$ cat src/hdl/mft_pkg.sv
// Shared types and constants for the Manchester frame transmitter.
`timescale 1ns / 1ps

package mft_pkg;

   // Payload field widths
   localparam int CODE_W       = 32;
   localparam int REPEAT_W     = 10;
   localparam int TICK_W       = 16;
   localparam int CSR_INDEX_W  = 2;

   // req_tdata: frame_code then repeat_count, padded to whole bytes
   localparam int REQ_FIELDS_W = CODE_W + REPEAT_W;
   localparam int REQ_TDATA_W  = ((REQ_FIELDS_W + 7) / 8) * 8;

   // rsp_tdata: four flags, padded to one byte
   localparam int RSP_FIELDS_W = 4;
   localparam int RSP_TDATA_W  = ((RSP_FIELDS_W + 7) / 8) * 8;

   // Bit positions inside rsp_tdata
   localparam int RSP_LINE_LEVEL    = 0;
   localparam int RSP_BUSY          = 1;
   localparam int RSP_FRAME_END     = 2;
   localparam int RSP_LOAD_REJECTED = 3;

   // Request kinds carried on req_tuser
   localparam logic REQ_TICK = 1'b0;
   localparam logic REQ_LOAD = 1'b1;

   // Register indexes
   localparam logic [CSR_INDEX_W-1:0] CSR_HEADER_TICKS   = 2'd0;
   localparam logic [CSR_INDEX_W-1:0] CSR_HALF_BIT_TICKS = 2'd1;
   localparam logic [CSR_INDEX_W-1:0] CSR_GAP_TICKS      = 2'd2;

   // Register reset values
   localparam logic [TICK_W-1:0] HEADER_TICKS_RST   = 16'd600;
   localparam logic [TICK_W-1:0] HALF_BIT_TICKS_RST = 16'd300;
   localparam logic [TICK_W-1:0] GAP_TICKS_RST      = 16'd4000;

   typedef enum logic [3:0] {
      PH_IDLE   = 4'b0001,
      PH_HEADER = 4'b0010,
      PH_BITS   = 4'b0100,
      PH_GAP    = 4'b1000
   } phase_type;

   // Result beat, high bit first in rsp_tdata
   typedef struct packed {
      logic load_rejected;
      logic frame_end;
      logic busy_res;
      logic line_level;
   } rsp_type;

endpackage

$ cat src/hdl/manchester_frame_transmitter.sv
// Manchester frame transmitter: tick-driven frame sequencer with skid-buffered result.
`timescale 1ns / 1ps
//
// Usage
//   req channel: each beat is a tick (req_tuser = 0) that advances the line by
//   one time unit, or a load (req_tuser = 1) carrying frame_code and
//   repeat_count. A load while idle starts repeat_count frames; a load while
//   busy is dropped and flagged as load_rejected. Each frame is a high header,
//   FRAME_BITS Manchester bits MSB first (1 = high/low, 0 = low/high), then a
//   low gap. Durations come from the csr registers and may change any time.
//   rsp channel: exactly one result beat per request beat, in order.
//   Results are registered.
//   Throughput: one request beat per clock while req_tready is high; the state
//   update is a single compare and increment on the 16-bit tick counter per cycle.
//   Stall: the result register plus a one-entry skid buffer let a request be
//   taken while a result waits; req_tready drops only when both are full.
//   Reset: synchronous, active high; line low, idle, registers at defaults
//   (600 / 300 / 4000 ticks), result channel empty.
//   csr channel: always ready; index 3 is ignored.

module manchester_frame_transmitter #(
   parameter int FRAME_BITS = 32
) (
   input  logic                                  clock,
   input  logic                                  reset,
   // req_tdata: [31:0] frame_code, [41:32] repeat_count, rest zero
   input  logic                                  req_tvalid,
   output logic                                  req_tready,
   input  logic [mft_pkg::REQ_TDATA_W-1:0]       req_tdata,
   // req_tuser: [0] req_type
   input  logic                                  req_tuser,
   // rsp_tdata: [0] line_level, [1] busy_res, [2] frame_end, [3] load_rejected
   output logic                                  rsp_tvalid,
   input  logic                                  rsp_tready,
   output logic [mft_pkg::RSP_TDATA_W-1:0]       rsp_tdata,
   input  logic                                  csr_valid,
   output logic                                  csr_ready,
   input  logic [mft_pkg::CSR_INDEX_W-1:0]       csr_index,
   input  logic [mft_pkg::TICK_W-1:0]            csr_data
);
   import mft_pkg::*;

   localparam int BIT_POS_W = (FRAME_BITS > 1) ? $clog2(FRAME_BITS) : 1;
   localparam logic [BIT_POS_W-1:0] LAST_BIT = BIT_POS_W'(FRAME_BITS - 1);

   // Configuration
   logic [TICK_W-1:0] header_ticks_ff, half_bit_ticks_ff, gap_ticks_ff;

   // Sequencer state
   phase_type               phase_ff, phase_in;
   logic [TICK_W-1:0]       tick_count_ff, tick_count_in;
   logic [BIT_POS_W-1:0]    bit_position_ff, bit_position_in;
   logic                    second_half_ff, second_half_in;
   logic [FRAME_BITS-1:0]   shift_word_ff, shift_word_in;
   logic [FRAME_BITS-1:0]   held_code_ff, held_code_in;
   logic [REPEAT_W-1:0]     frames_left_ff, frames_left_in;
   logic                    level_ff, level_in;

   // Result register and skid entry
   logic    out_valid_ff, skid_valid_ff;
   rsp_type out_data_ff, skid_data_ff;
   rsp_type result;

   logic                  req_take, rsp_take;
   logic [CODE_W-1:0]     req_code;
   logic [REPEAT_W-1:0]   req_repeat;
   logic                  cur_bit;
   logic [TICK_W-1:0]     span_limit;
   logic                  span_done;

   assign req_code   = req_tdata[CODE_W-1:0];
   assign req_repeat = req_tdata[CODE_W +: REPEAT_W];

   assign req_tready = !skid_valid_ff;
   assign req_take   = req_tvalid && req_tready;
   assign rsp_tvalid = out_valid_ff;
   assign rsp_take   = out_valid_ff && rsp_tready;
   assign rsp_tdata  = {{(RSP_TDATA_W - RSP_FIELDS_W){1'b0}}, out_data_ff};
   assign csr_ready  = 1'b1;

   assign cur_bit = shift_word_ff[FRAME_BITS-1];

   // Limit of the current span; a zero limit ends the span on its first tick
   always_comb begin
      case (phase_ff)
         PH_HEADER: span_limit = header_ticks_ff;
         PH_BITS:   span_limit = half_bit_ticks_ff;
         PH_GAP:    span_limit = gap_ticks_ff;
         default:   span_limit = gap_ticks_ff;
      endcase
   end

   assign span_done = ({1'b0, tick_count_ff} + 17'd1) >= {1'b0, span_limit};

   // Next state and result for the accepted beat
   always_comb begin
      phase_in        = phase_ff;
      tick_count_in   = tick_count_ff;
      bit_position_in = bit_position_ff;
      second_half_in  = second_half_ff;
      shift_word_in   = shift_word_ff;
      held_code_in    = held_code_ff;
      frames_left_in  = frames_left_ff;
      level_in        = level_ff;
      result          = '0;

      if (req_tuser == REQ_LOAD) begin
         if (phase_ff != PH_IDLE) begin
            result.load_rejected = 1'b1;
         end else if (req_repeat != '0) begin
            held_code_in    = FRAME_BITS'(req_code);
            shift_word_in   = FRAME_BITS'(req_code);
            frames_left_in  = req_repeat;
            phase_in        = PH_HEADER;
            tick_count_in   = '0;
            bit_position_in = '0;
            second_half_in  = 1'b0;
         end
      end else begin
         case (phase_ff)
            PH_HEADER: begin
               level_in = 1'b1;
               if (span_done) begin
                  tick_count_in   = '0;
                  bit_position_in = '0;
                  second_half_in  = 1'b0;
                  phase_in        = PH_BITS;
               end else begin
                  tick_count_in = tick_count_ff + 16'd1;
               end
            end
            PH_BITS: begin
               level_in = second_half_ff ? !cur_bit : cur_bit;
               if (span_done) begin
                  tick_count_in = '0;
                  if (!second_half_ff) begin
                     second_half_in = 1'b1;
                  end else begin
                     second_half_in = 1'b0;
                     shift_word_in  = {shift_word_ff[FRAME_BITS-2:0], 1'b0};
                     if (bit_position_ff == LAST_BIT) begin
                        bit_position_in = '0;
                        phase_in        = PH_GAP;
                     end else begin
                        bit_position_in = bit_position_ff + 1'b1;
                     end
                  end
               end else begin
                  tick_count_in = tick_count_ff + 16'd1;
               end
            end
            PH_GAP: begin
               level_in = 1'b0;
               if (span_done) begin
                  result.frame_end = 1'b1;
                  tick_count_in    = '0;
                  frames_left_in   = frames_left_ff - 1'b1;
                  if (frames_left_ff == REPEAT_W'(1)) begin
                     phase_in = PH_IDLE;
                  end else begin
                     // next repeat of the same frame
                     phase_in        = PH_HEADER;
                     bit_position_in = '0;
                     second_half_in  = 1'b0;
                     shift_word_in   = held_code_ff;
                  end
               end else begin
                  tick_count_in = tick_count_ff + 16'd1;
               end
            end
            default: begin
               level_in = 1'b0;
            end
         endcase
      end

      result.line_level = level_in;
      result.busy_res   = (phase_in != PH_IDLE);
   end

   // Configuration registers
   always_ff @(posedge clock) begin
      if (reset) begin
         header_ticks_ff   <= HEADER_TICKS_RST;
         half_bit_ticks_ff <= HALF_BIT_TICKS_RST;
         gap_ticks_ff      <= GAP_TICKS_RST;
      end else if (csr_valid && csr_ready) begin
         case (csr_index)
            CSR_HEADER_TICKS:   header_ticks_ff   <= csr_data;
            CSR_HALF_BIT_TICKS: half_bit_ticks_ff <= csr_data;
            CSR_GAP_TICKS:      gap_ticks_ff      <= csr_data;
            default: ;
         endcase
      end
   end

   // Sequencer state
   always_ff @(posedge clock) begin
      if (reset) begin
         phase_ff        <= PH_IDLE;
         tick_count_ff   <= '0;
         bit_position_ff <= '0;
         second_half_ff  <= 1'b0;
         shift_word_ff   <= '0;
         held_code_ff    <= '0;
         frames_left_ff  <= '0;
         level_ff        <= 1'b0;
      end else if (req_take) begin
         phase_ff        <= phase_in;
         tick_count_ff   <= tick_count_in;
         bit_position_ff <= bit_position_in;
         second_half_ff  <= second_half_in;
         shift_word_ff   <= shift_word_in;
         held_code_ff    <= held_code_in;
         frames_left_ff  <= frames_left_in;
         level_ff        <= level_in;
      end
   end

   // Result register with skid entry
   always_ff @(posedge clock) begin
      if (reset) begin
         out_valid_ff  <= 1'b0;
         skid_valid_ff <= 1'b0;
      end else if (!out_valid_ff || rsp_take) begin
         if (skid_valid_ff) begin
            out_valid_ff  <= 1'b1;
            skid_valid_ff <= 1'b0;
         end else begin
            out_valid_ff <= req_take;
         end
      end else if (req_take) begin
         skid_valid_ff <= 1'b1;
      end
   end

   always_ff @(posedge clock) begin
      if (!out_valid_ff || rsp_take) begin
         out_data_ff <= skid_valid_ff ? skid_data_ff : result;
      end
      if (out_valid_ff && !rsp_take && req_take) begin
         skid_data_ff <= result;
      end
   end

endmodule

$ cat config.mk
export PLATFORM = sky130hd
export DESIGN_NAME = manchester_frame_transmitter
export DESIGN_NICKNAME = d
export VERILOG_FILES = /design/src/hdl/mft_pkg.sv /design/src/hdl/manchester_frame_transmitter.sv
export SDC_FILE = /design/constraint.sdc
export NUM_CORES = 1
export LEC_CHECK = 0
export CAP_MARGIN = 20
export CORE_MARGIN = 3
export CORE_UTILIZATION = 48
export DETAILED_ROUTE_END_ITERATION = 10
export DONT_BUFFER_PORTS = 1
export GPL_TIMING_DRIVEN = 0
export PLACE_DENSITY_LB_ADDON = 0.25
export SETUP_SLACK_MARGIN = 0.1
export SLEW_MARGIN = 20
export SYNTH_ARGS = -nofsm -noshare
export SYNTH_HDL_FRONTEND = slang
export SYNTH_SLANG_ARGS = --single-unit
$ cat constraint.sdc
create_clock -name clock -period 4.37 [get_ports clock]
set_clock_uncertainty 0.15 [all_clocks]
set_input_delay 0.2185 -clock clock [delete_from_list [all_inputs] [get_ports clock]]
set_output_delay 0.2185 -clock clock [all_outputs]
set_load 0.01 [all_outputs]
==> results of run 1 <==
==> kinds of logic (layout without fill, tap and decap cells) <==
group	count (synthesis)	count (layout)
flops	159	159
other cells	2	5
compound gates	246	246
fa+ha+maj	21	21
mux	98	98
xor+xnor	16	16
buf+inv	95	190
simple gates	430	430
==> path summary, 6_finish.rpt <==
check	startpoint	endpoint	slack, ns
setup / recovery	phase_ff[3]	shift_word_ff[7]	0.27
setup reg to reg	phase_ff[3]	shift_word_ff[7]	0.27
hold reg to reg	half_bit_ticks_ff[7]	half_bit_ticks_ff[7]	0.30
hold / removal	csr_valid	header_ticks_ff[12]	0.02
==> area by class of cell <==
cell class	count	area, um^2	area share, %
Buffer	79	377	3.64
Tap cell	225	282	2.72
Sequential cell	159	3260	31.5
Multi-Input combinational cell	816	5150	49.7
Timing Repair Buffer	64	634	6.13
Inverter	15	58.8	0.568
Clock buffer	23	488	4.71
Clock inverter	9	108	1.04
==> synth_stat cells (7+ instances only) <==
| cell type | count | area share (%) |
|---|---|---|
| dfxtp_1 | 151 | 35 |
| nand2_1 | 141 | 6.1 |
| nor2_1 | 124 | 5.3 |
| a21oi_1 | 104 | 6.0 |
| o21ai_0 | 77 | 4.4 |
| mux2i_1 | 65 | 7.4 |
| clkbuf_1 | 47 | 2.0 |
| nor2b_1 | 34 | 2.4 |
| mux2_4 | 30 | 5.2 |
| nand3_1 | 30 | 1.7 |
| or3_1 | 30 | 2.1 |
| ha_1 | 21 | 3.0 |
| nor3_1 | 15 | 0.86 |
| o211ai_1 | 15 | 1.3 |
| inv_1 | 13 | 0.56 |
| buf_1 | 12 | 0.52 |
| buf_2 | 12 | 0.69 |
| edfxtp_1 | 8 | 2.7 |
| xnor2_1 | 8 | 0.80 |
| xor2_1 | 8 | 0.80 |
| nor4_1 | 7 | 0.50 |
==> power breakdown <==
part	internal (W)	switching (W)
combinational	0.000191	0.000268
sequential	0.00152	0.0000356
clock	0.000901	0.000599
==> timing repair <==
action                                  CTS  global route
hold buffers                             60             0
endpoints found under the hold margin   123             0
endpoints found under the setup margin   69            66
pin swaps                                 1             6
gates resized for setup                  14            21
buffers inserted                          1             3
==> flip-flops by register name, summed over array words and instances (netlist names) <==
register / flops
frames_left_ff: 10
phase_ff: 4
second_half_ff: 1
level_ff: 1
gap_ticks_ff: 16
half_bit_ticks_ff: 16
held_code_ff: 32
bit_position_ff: 5
skid_data_ff: 4
skid_valid_ff: 1
shift_word_ff: 32
rsp_tdata: 4
header_ticks_ff: 16
tick_count_ff: 16
rsp_tvalid: 1
==> metal layers <==
metal	vias to the layer above	track usage (%)
li1	3924	-
met1	3743	34.2
met2	276	36.6
met3	35	5.26
met4	0	7.14
met5	-	0
==> stage by stage <==
step                TNS, ns  instance area, um^2  util (%)  cells
finish                    0                10400      59.1   1390
global placement     -10.48                 9040      51.5   1295
detailed placement   -13.07                 9040      51.5   1295
global route              0                10400      59.1   1390
floorplan                 0                 8760         -   1070
CTS                       0                10300      58.6   1387
==> worst max-delay path: cells and delay by family (launching register included) <==
family / cells / cell delay, ns
AO/OA/AOI/OAI: 7 / 1.30
flip-flops: 1 / 0.30
buffers and inverters: 4 / 0.75
AND/OR/NAND/NOR: 4 / 0.96
adder cells (fa/ha/maj): 1 / 0.22
multiplexers: 1 / 0.30
==> metrics.csv, run 1 <==
stage,metric,value,unit
run_status,status,"finished, final reports clean",
timing,setup_viol,0,
placed_design,hpwl,16300,um
drt,drt-met1-wl,10900,um
synthesis,synth_adder_area_share,3.00,%
clock_tree,clk_latency,0.43,ns
setup_path,cpMaxStageDelayCell,a211o_4,
pwr,vdd_drop_max,0.000287,V
global_route,grt_pass1_vias,7520,
drt,drtPass1Iterations,6,
drt,vias,7978,
timing,rsz0062_at_grt,no,
layout,drive_gt1_share,10.9,%
synthesis,syn_inst,1067,
clock_tree,clockRootBuffer,clkbuf_16,
setup_path,criticalPathCategory,reg2reg,
synthesis,synth-main-ff-cell,dfxtp_1,
timing,worst_pin_slew,0.777,ns
floorplanning,io_pins,83,
synthesis,ys_ff_latch,159,
layout,mostFrequentLayoutCells,"dfxtp_1 (151), nand2_1 (141), nor2_1 (123), a21oi_1 (104), o21ai_0 (76)",
clock_tree,clk_path_buf_depth,2,
drt,routed.top_layer,met4,
setup_path,rr_worst_depth,17,
synthesis,yosys_warnings,0,
global_route,grt_first_pass_wirelength,39000,um
clock_tree,clkTransAtPathRegs,0.06,ns
synthesis,syn_area,0.00874,mm^2
setup_path,crit_arrival,4.27,ns
layout,syn_to_final_growth,18.4,%
setup_path,worstPathRequired,4.53,ns
timing,holdWs,0.0248,ns
synthesis,synth_compound_area_share,16.6,%
placed_design,port_buffers,0,
floorplanning,die_height,141,um
floorplanning,initial_utilization,49.9,%
synthesis,ys_seq_area_share,37.3,%
floorplanning,core-area,0.0175,mm^2
drt,detail-route-antenna-nets,0,
synthesis,synth_top_family_by_area,simple AND/OR/NAND/NOR gates,
synthesis,synth_mux_area_share,13.0,%
clock_tree,cts_buffers,17,
drt,routed-wl-met3,1640,um
layout,n_antenna_cell,0,
drt,drc_errors,0,
pwr,power_density,339,mW/mm^2
layout,fin_nets,1245,
timing,hold_viol_final,0,
global_route,grt_max_degree,17,
floorplanning,num_rows,48,
drt,wl,23700,um
placed_design,dp_slack,-0.486,ns
timing,slew_violations,0,
pwr,leakage,3.91,nW
clock_tree,cts.sink_count,159,
layout,n_fill_cell,1589,
global_route,gr-total-overflow,0,
timing,fmax,244,MHz
setup_path,cp-end-kind,register,
drt,route.met2.wl,10800,um
clock_tree,htreeDepth,4,
timing,fin_ws,0.268,ns
synthesis,synth.distinct_cells,72,
synthesis,synth_edf_count,8,
placed_design,routabilityCongestion,0.869,
setup_path,crit_path_cell_trace,clkbuf_4 > or2_4 > clkbuf_2 > or3_1 > o211ai_1 > o21ai_0 > o21ai_0 > ha_1 > nand2_1 > o21ai_0 > a2111oi_4 > nor3_2 > buf_6 > o21ai_1 > a211o_4 > buf_6 > mux2_4,
setup_path,critPathMostFrequentCell,o21ai_0,
drt,wl_per_cell,17.0,um
timing,fin_crit_sh,93.9,%
synthesis,syn_area_per_cell,8.20,um^2
setup_path,cp_max_fo,10,
job,max-cap-violations,0,
setup_path,start_kind,register,
pwr,p_total,0.00351,W
drt,routed_via_density,5.74,
setup_path,max_stage_delay,0.38,ns
drt,drtIter0Drc,727,
synthesis,synth-xor-area-share,1.60,%
timing,slew-limit-headroom,48.2,%
clock_tree,tritoncts,yes,
layout,final_common_cell,dfxtp_1,
min_path,hp-class,in2reg,
timing,period_minus_slack,4.10,ns
synthesis,async_reset_ff_share,0,%
global_route,gr-usage-all-layers,24.0,%
global_route,antenna_found_initial,0,
min_path,holdPathStages,3,
floorplanning,dieArea,0.0199,mm^2
floorplanning,die_w,141,um
synthesis,synth_simple_gate_area_share,23.6,%
No activity file was read; power rests on OpenSTA's default activity.
==> run 2: changes to the inputs <==
clock period = 4.6 ns   (was 4.37 ns; I/O delays follow)
==> run 2 against run 1 <==
Net effect:
- die area unchanged
- combinational power decreased by 6.3%
- critical path depth unchanged
- highest routed layer unchanged
- core utilization decreased by 0.38 points
==> metrics.csv, run 2 (synthesis results as in run 1) <==
stage,metric,value,unit,change
setup_path,crit_family,simple AND/OR/NAND/NOR gates,,was compound AO/OA/AOI/OAI gates
timing,worst_pin_slew,0.774,ns,was 0.777 ns
pwr,vdd_drop_max,0.000277,V,was 0.000287 V
global_route,grt_max_degree,17,,unchanged
layout,fin_nets,1242,,"was 1,245"
layout,syn_to_final_growth,17.7,%,was 18.4%
layout,largestRegisters,"held_code_ff x32, shift_word_ff x32",,unchanged
layout,final_common_cell,dfxtp_1,,unchanged
drt,detail-route-antenna-nets,0,,unchanged
floorplanning,dieArea,0.0199,mm^2,unchanged
setup_path,max_stage_delay,0.43,ns,was 0.38 ns
min_path,hp-class,in2reg,,unchanged
setup_path,crit_path_cell_trace,buf_2 > or2_2 > clkbuf_2 > or3_1 > o211ai_1 > o21ai_0 > o21ai_0 > ha_1 > nand4_1 > nor3_2 > a2111oi_2 > nor3_2 > buf_4 > o21ai_1 > a211o_2 > buf_6 > mux2_4,,was clkbuf_4 > or2_4 > clkbuf_2 > or3_1 > o211ai_1 > o21ai_0 > o21ai_0 > ha_1 > nand2_1 > o21ai_0 > a2111oi_4 > nor3_2 > buf_6 > o21ai_1 > a211o_4 > buf_6 > mux2_4
floorplanning,initial_utilization,49.9,%,unchanged
drt,wl,23600,um,"was 23,700 um"
clock_tree,cts.sink_count,159,,unchanged
placed_design,dp_slack,-0.256,ns,was -0.486 ns
clock_tree,clk_path_buf_depth,2,,unchanged
timing,fin_ws,0.310,ns,was 0.268 ns
pwr,leakage,3.88,nW,was 3.91 nW
layout,n_fill_cell,1601,,"was 1,589"
clock_tree,clk_latency,0.43,ns,about the same
drt,routed_via_density,5.75,,was 5.74
global_route,grt_pass1_vias,7487,,"was 7,520"
timing,fin_crit_sh,93.3,%,was 93.9%
setup_path,cpMaxStageDelayCell,a211o_2,,was a211o_4
drt,drtPass1Iterations,5,,was 6
clock_tree,clockRootBuffer,clkbuf_16,,unchanged
setup_path,cp_max_fo,10,,unchanged
placed_design,routabilityCongestion,0.869,,unchanged
drt,drc_errors,0,,unchanged
drt,wl_per_cell,17.0,um,about the same
setup_path,criticalPathCategory,reg2reg,,unchanged
setup_path,rr_worst_depth,17,,unchanged
timing,rsz0062_at_grt,no,,unchanged
setup_path,crit_start,phase_ff[3],,unchanged
timing,period_minus_slack,4.29,ns,was 4.10 ns
floorplanning,num_rows,48,,unchanged
clock_tree,cts_buffers,17,,unchanged
setup_path,r2r-start,phase_ff[3],,unchanged
global_route,grt_first_pass_wirelength,38900,um,"was 39,000 um"
setup_path,crit_arrival,4.45,ns,was 4.27 ns
setup_path,crit_cells,17,,unchanged
job,max-cap-violations,0,,unchanged
timing,slew_violations,0,,unchanged
timing,hold_viol_final,0,,unchanged
global_route,gr-usage-all-layers,23.9,%,was 24.0%
layout,multi_input_area,0.00511,mm^2,was 0.00515 mm^2
setup_path,cp-end-kind,register,,unchanged
run_status,status,"finished, final reports clean",,unchanged
floorplanning,core-area,0.0175,mm^2,unchanged
setup_path,rrSetupSlack,0.31,ns,was 0.27 ns
floorplanning,die_height,141,um,unchanged
layout,seqCellArea,0.00326,mm^2,unchanged
timing,setup_viol,0,,unchanged
timing,slew-limit-headroom,48.4,%,was 48.2%
drt,vias,7976,,"was 7,978"
placed_design,hpwl,16300,um,unchanged
drt,drtIter0Drc,793,,was 727
layout,n_antenna_cell,0,,unchanged
timing,fmax,233,MHz,was 244 MHz
setup_path,worstPathRequired,4.76,ns,was 4.53 ns
clock_tree,tritoncts,yes,,unchanged
global_route,antenna_found_initial,0,,unchanged
layout,drive_gt1_share,10.2,%,was 10.9%
clock_tree,htreeDepth,4,,unchanged
global_route,gr-total-overflow,0,,unchanged
setup_path,start_kind,register,,unchanged
setup_path,path_buf_inv,4,,unchanged
floorplanning,io_pins,83,,unchanged
setup_path,r2r_end,shift_word_ff[2],,was shift_word_ff[7]
layout,post-route-util,58.7,%,was 59.1%
clock_tree,clkTransAtPathRegs,0.06,ns,about the same
layout,mostFrequentLayoutCells,"dfxtp_1 (151), nand2_1 (141), nor2_1 (124), a21oi_1 (104), o21ai_0 (76)",,"was dfxtp_1 (151), nand2_1 (141), nor2_1 (123), a21oi_1 (104), o21ai_0 (76)"
placed_design,port_buffers,0,,unchanged
setup_path,crit_end,shift_word_ff[2],,was shift_word_ff[7]
floorplanning,die_w,141,um,unchanged
pwr,power_density,324,mW/mm^2,was 339 mW/mm^2
==> run 2: cell count changes in the layout (fill, tap and decap cells not counted), moves of 2 or more <==
cell,change
buf_4,-2
clkbuf_2,+2
buf_2,-3
clkbuf_1,+2
==> run 2: routing by layer <==
layer | global-route usage (%) | vias to the layer above | part of all wire [%]
met2 | 36.5 | 287 | 45
li1 | - | 3919 | -
met4 | 6.78 | 0 | 2.2
met5 | 0 | - | 0
met3 | 5.19 | 52 | 6.7
met1 | 34.2 | 3718 | 46
==> run 2: tightest hold or removal path, stage by stage <==
cell	delay, ns
nor3b_2	0.21
nand2_1	0.08
a21oi_1	0.05
==> run 2: repair_timing <==
item / CTS / global route
setup endpoints to repair: 53 / 67
hold endpoints to repair: 123 / 0
buffers inserted: 1 / 0
hold buffers: 60 / 0
pin swaps: 1 / 0
resized for setup: 6 / 18
==> run 2: how the worst min path moves through the flow <==
stage	endpoint	start	cells past startpoint
after floorplan	gap_ticks_ff[11]	csr_data[11]	2
after global placement	header_ticks_ff[6]	csr_data[6]	2
after detailed placement	gap_ticks_ff[7]	csr_data[7]	2
after CTS	frames_left_ff[5]	req_tdata[37]	3
after global routing	frames_left_ff[5]	req_tdata[37]	3
final	header_ticks_ff[11]	csr_valid	3
==> run 2: area by class of cell <==
| type | count | area share, % |
|---|---|---|
| multi-input cells | 816 | 49.7 |
| repair buffers | 61 | 5.91 |
| flip-flops and latches | 159 | 31.7 |
| clock inverters | 9 | 1.05 |
| clock buffers | 23 | 4.74 |
| plain buffers | 79 | 3.61 |
| well taps | 225 | 2.74 |
| inverters | 15 | 0.584 |
==> run 2: where the power goes <==
group / internal, W / leakage [nW] / switching, W / total (W)
combinational: 0.000178 / 2.28 / 0.000253 / 0.000430
sequential: 0.00144 / 1.31 / 0.0000340 / 0.00148
clock: 0.000856 / 0.289 / 0.000566 / 0.00142
==> run 2: per-stage QoR <==
| stage | hold slack, ns | instance area, um^2 | total power (W) | std cells | setup TNS [ns] |
|---|---|---|---|---|---|
| 2_1_floorplan | 0.204 | 8760 | 0.00178 | 1070 | 0 |
| 3_3_place_gp | 0.206 | 9040 | 0.00187 | 1295 | -0.892 |
| 3_5_place_dp | 0.210 | 9040 | 0.00187 | 1295 | -1.62 |
| 4_1_cts | 0.0171 | 10300 | 0.00334 | 1387 | 0 |
| 5_1_grt | 0.0307 | 10300 | 0.00345 | 1387 | 0 |
| 6_report | 0.0441 | 10300 | 0.00333 | 1387 | 0 |
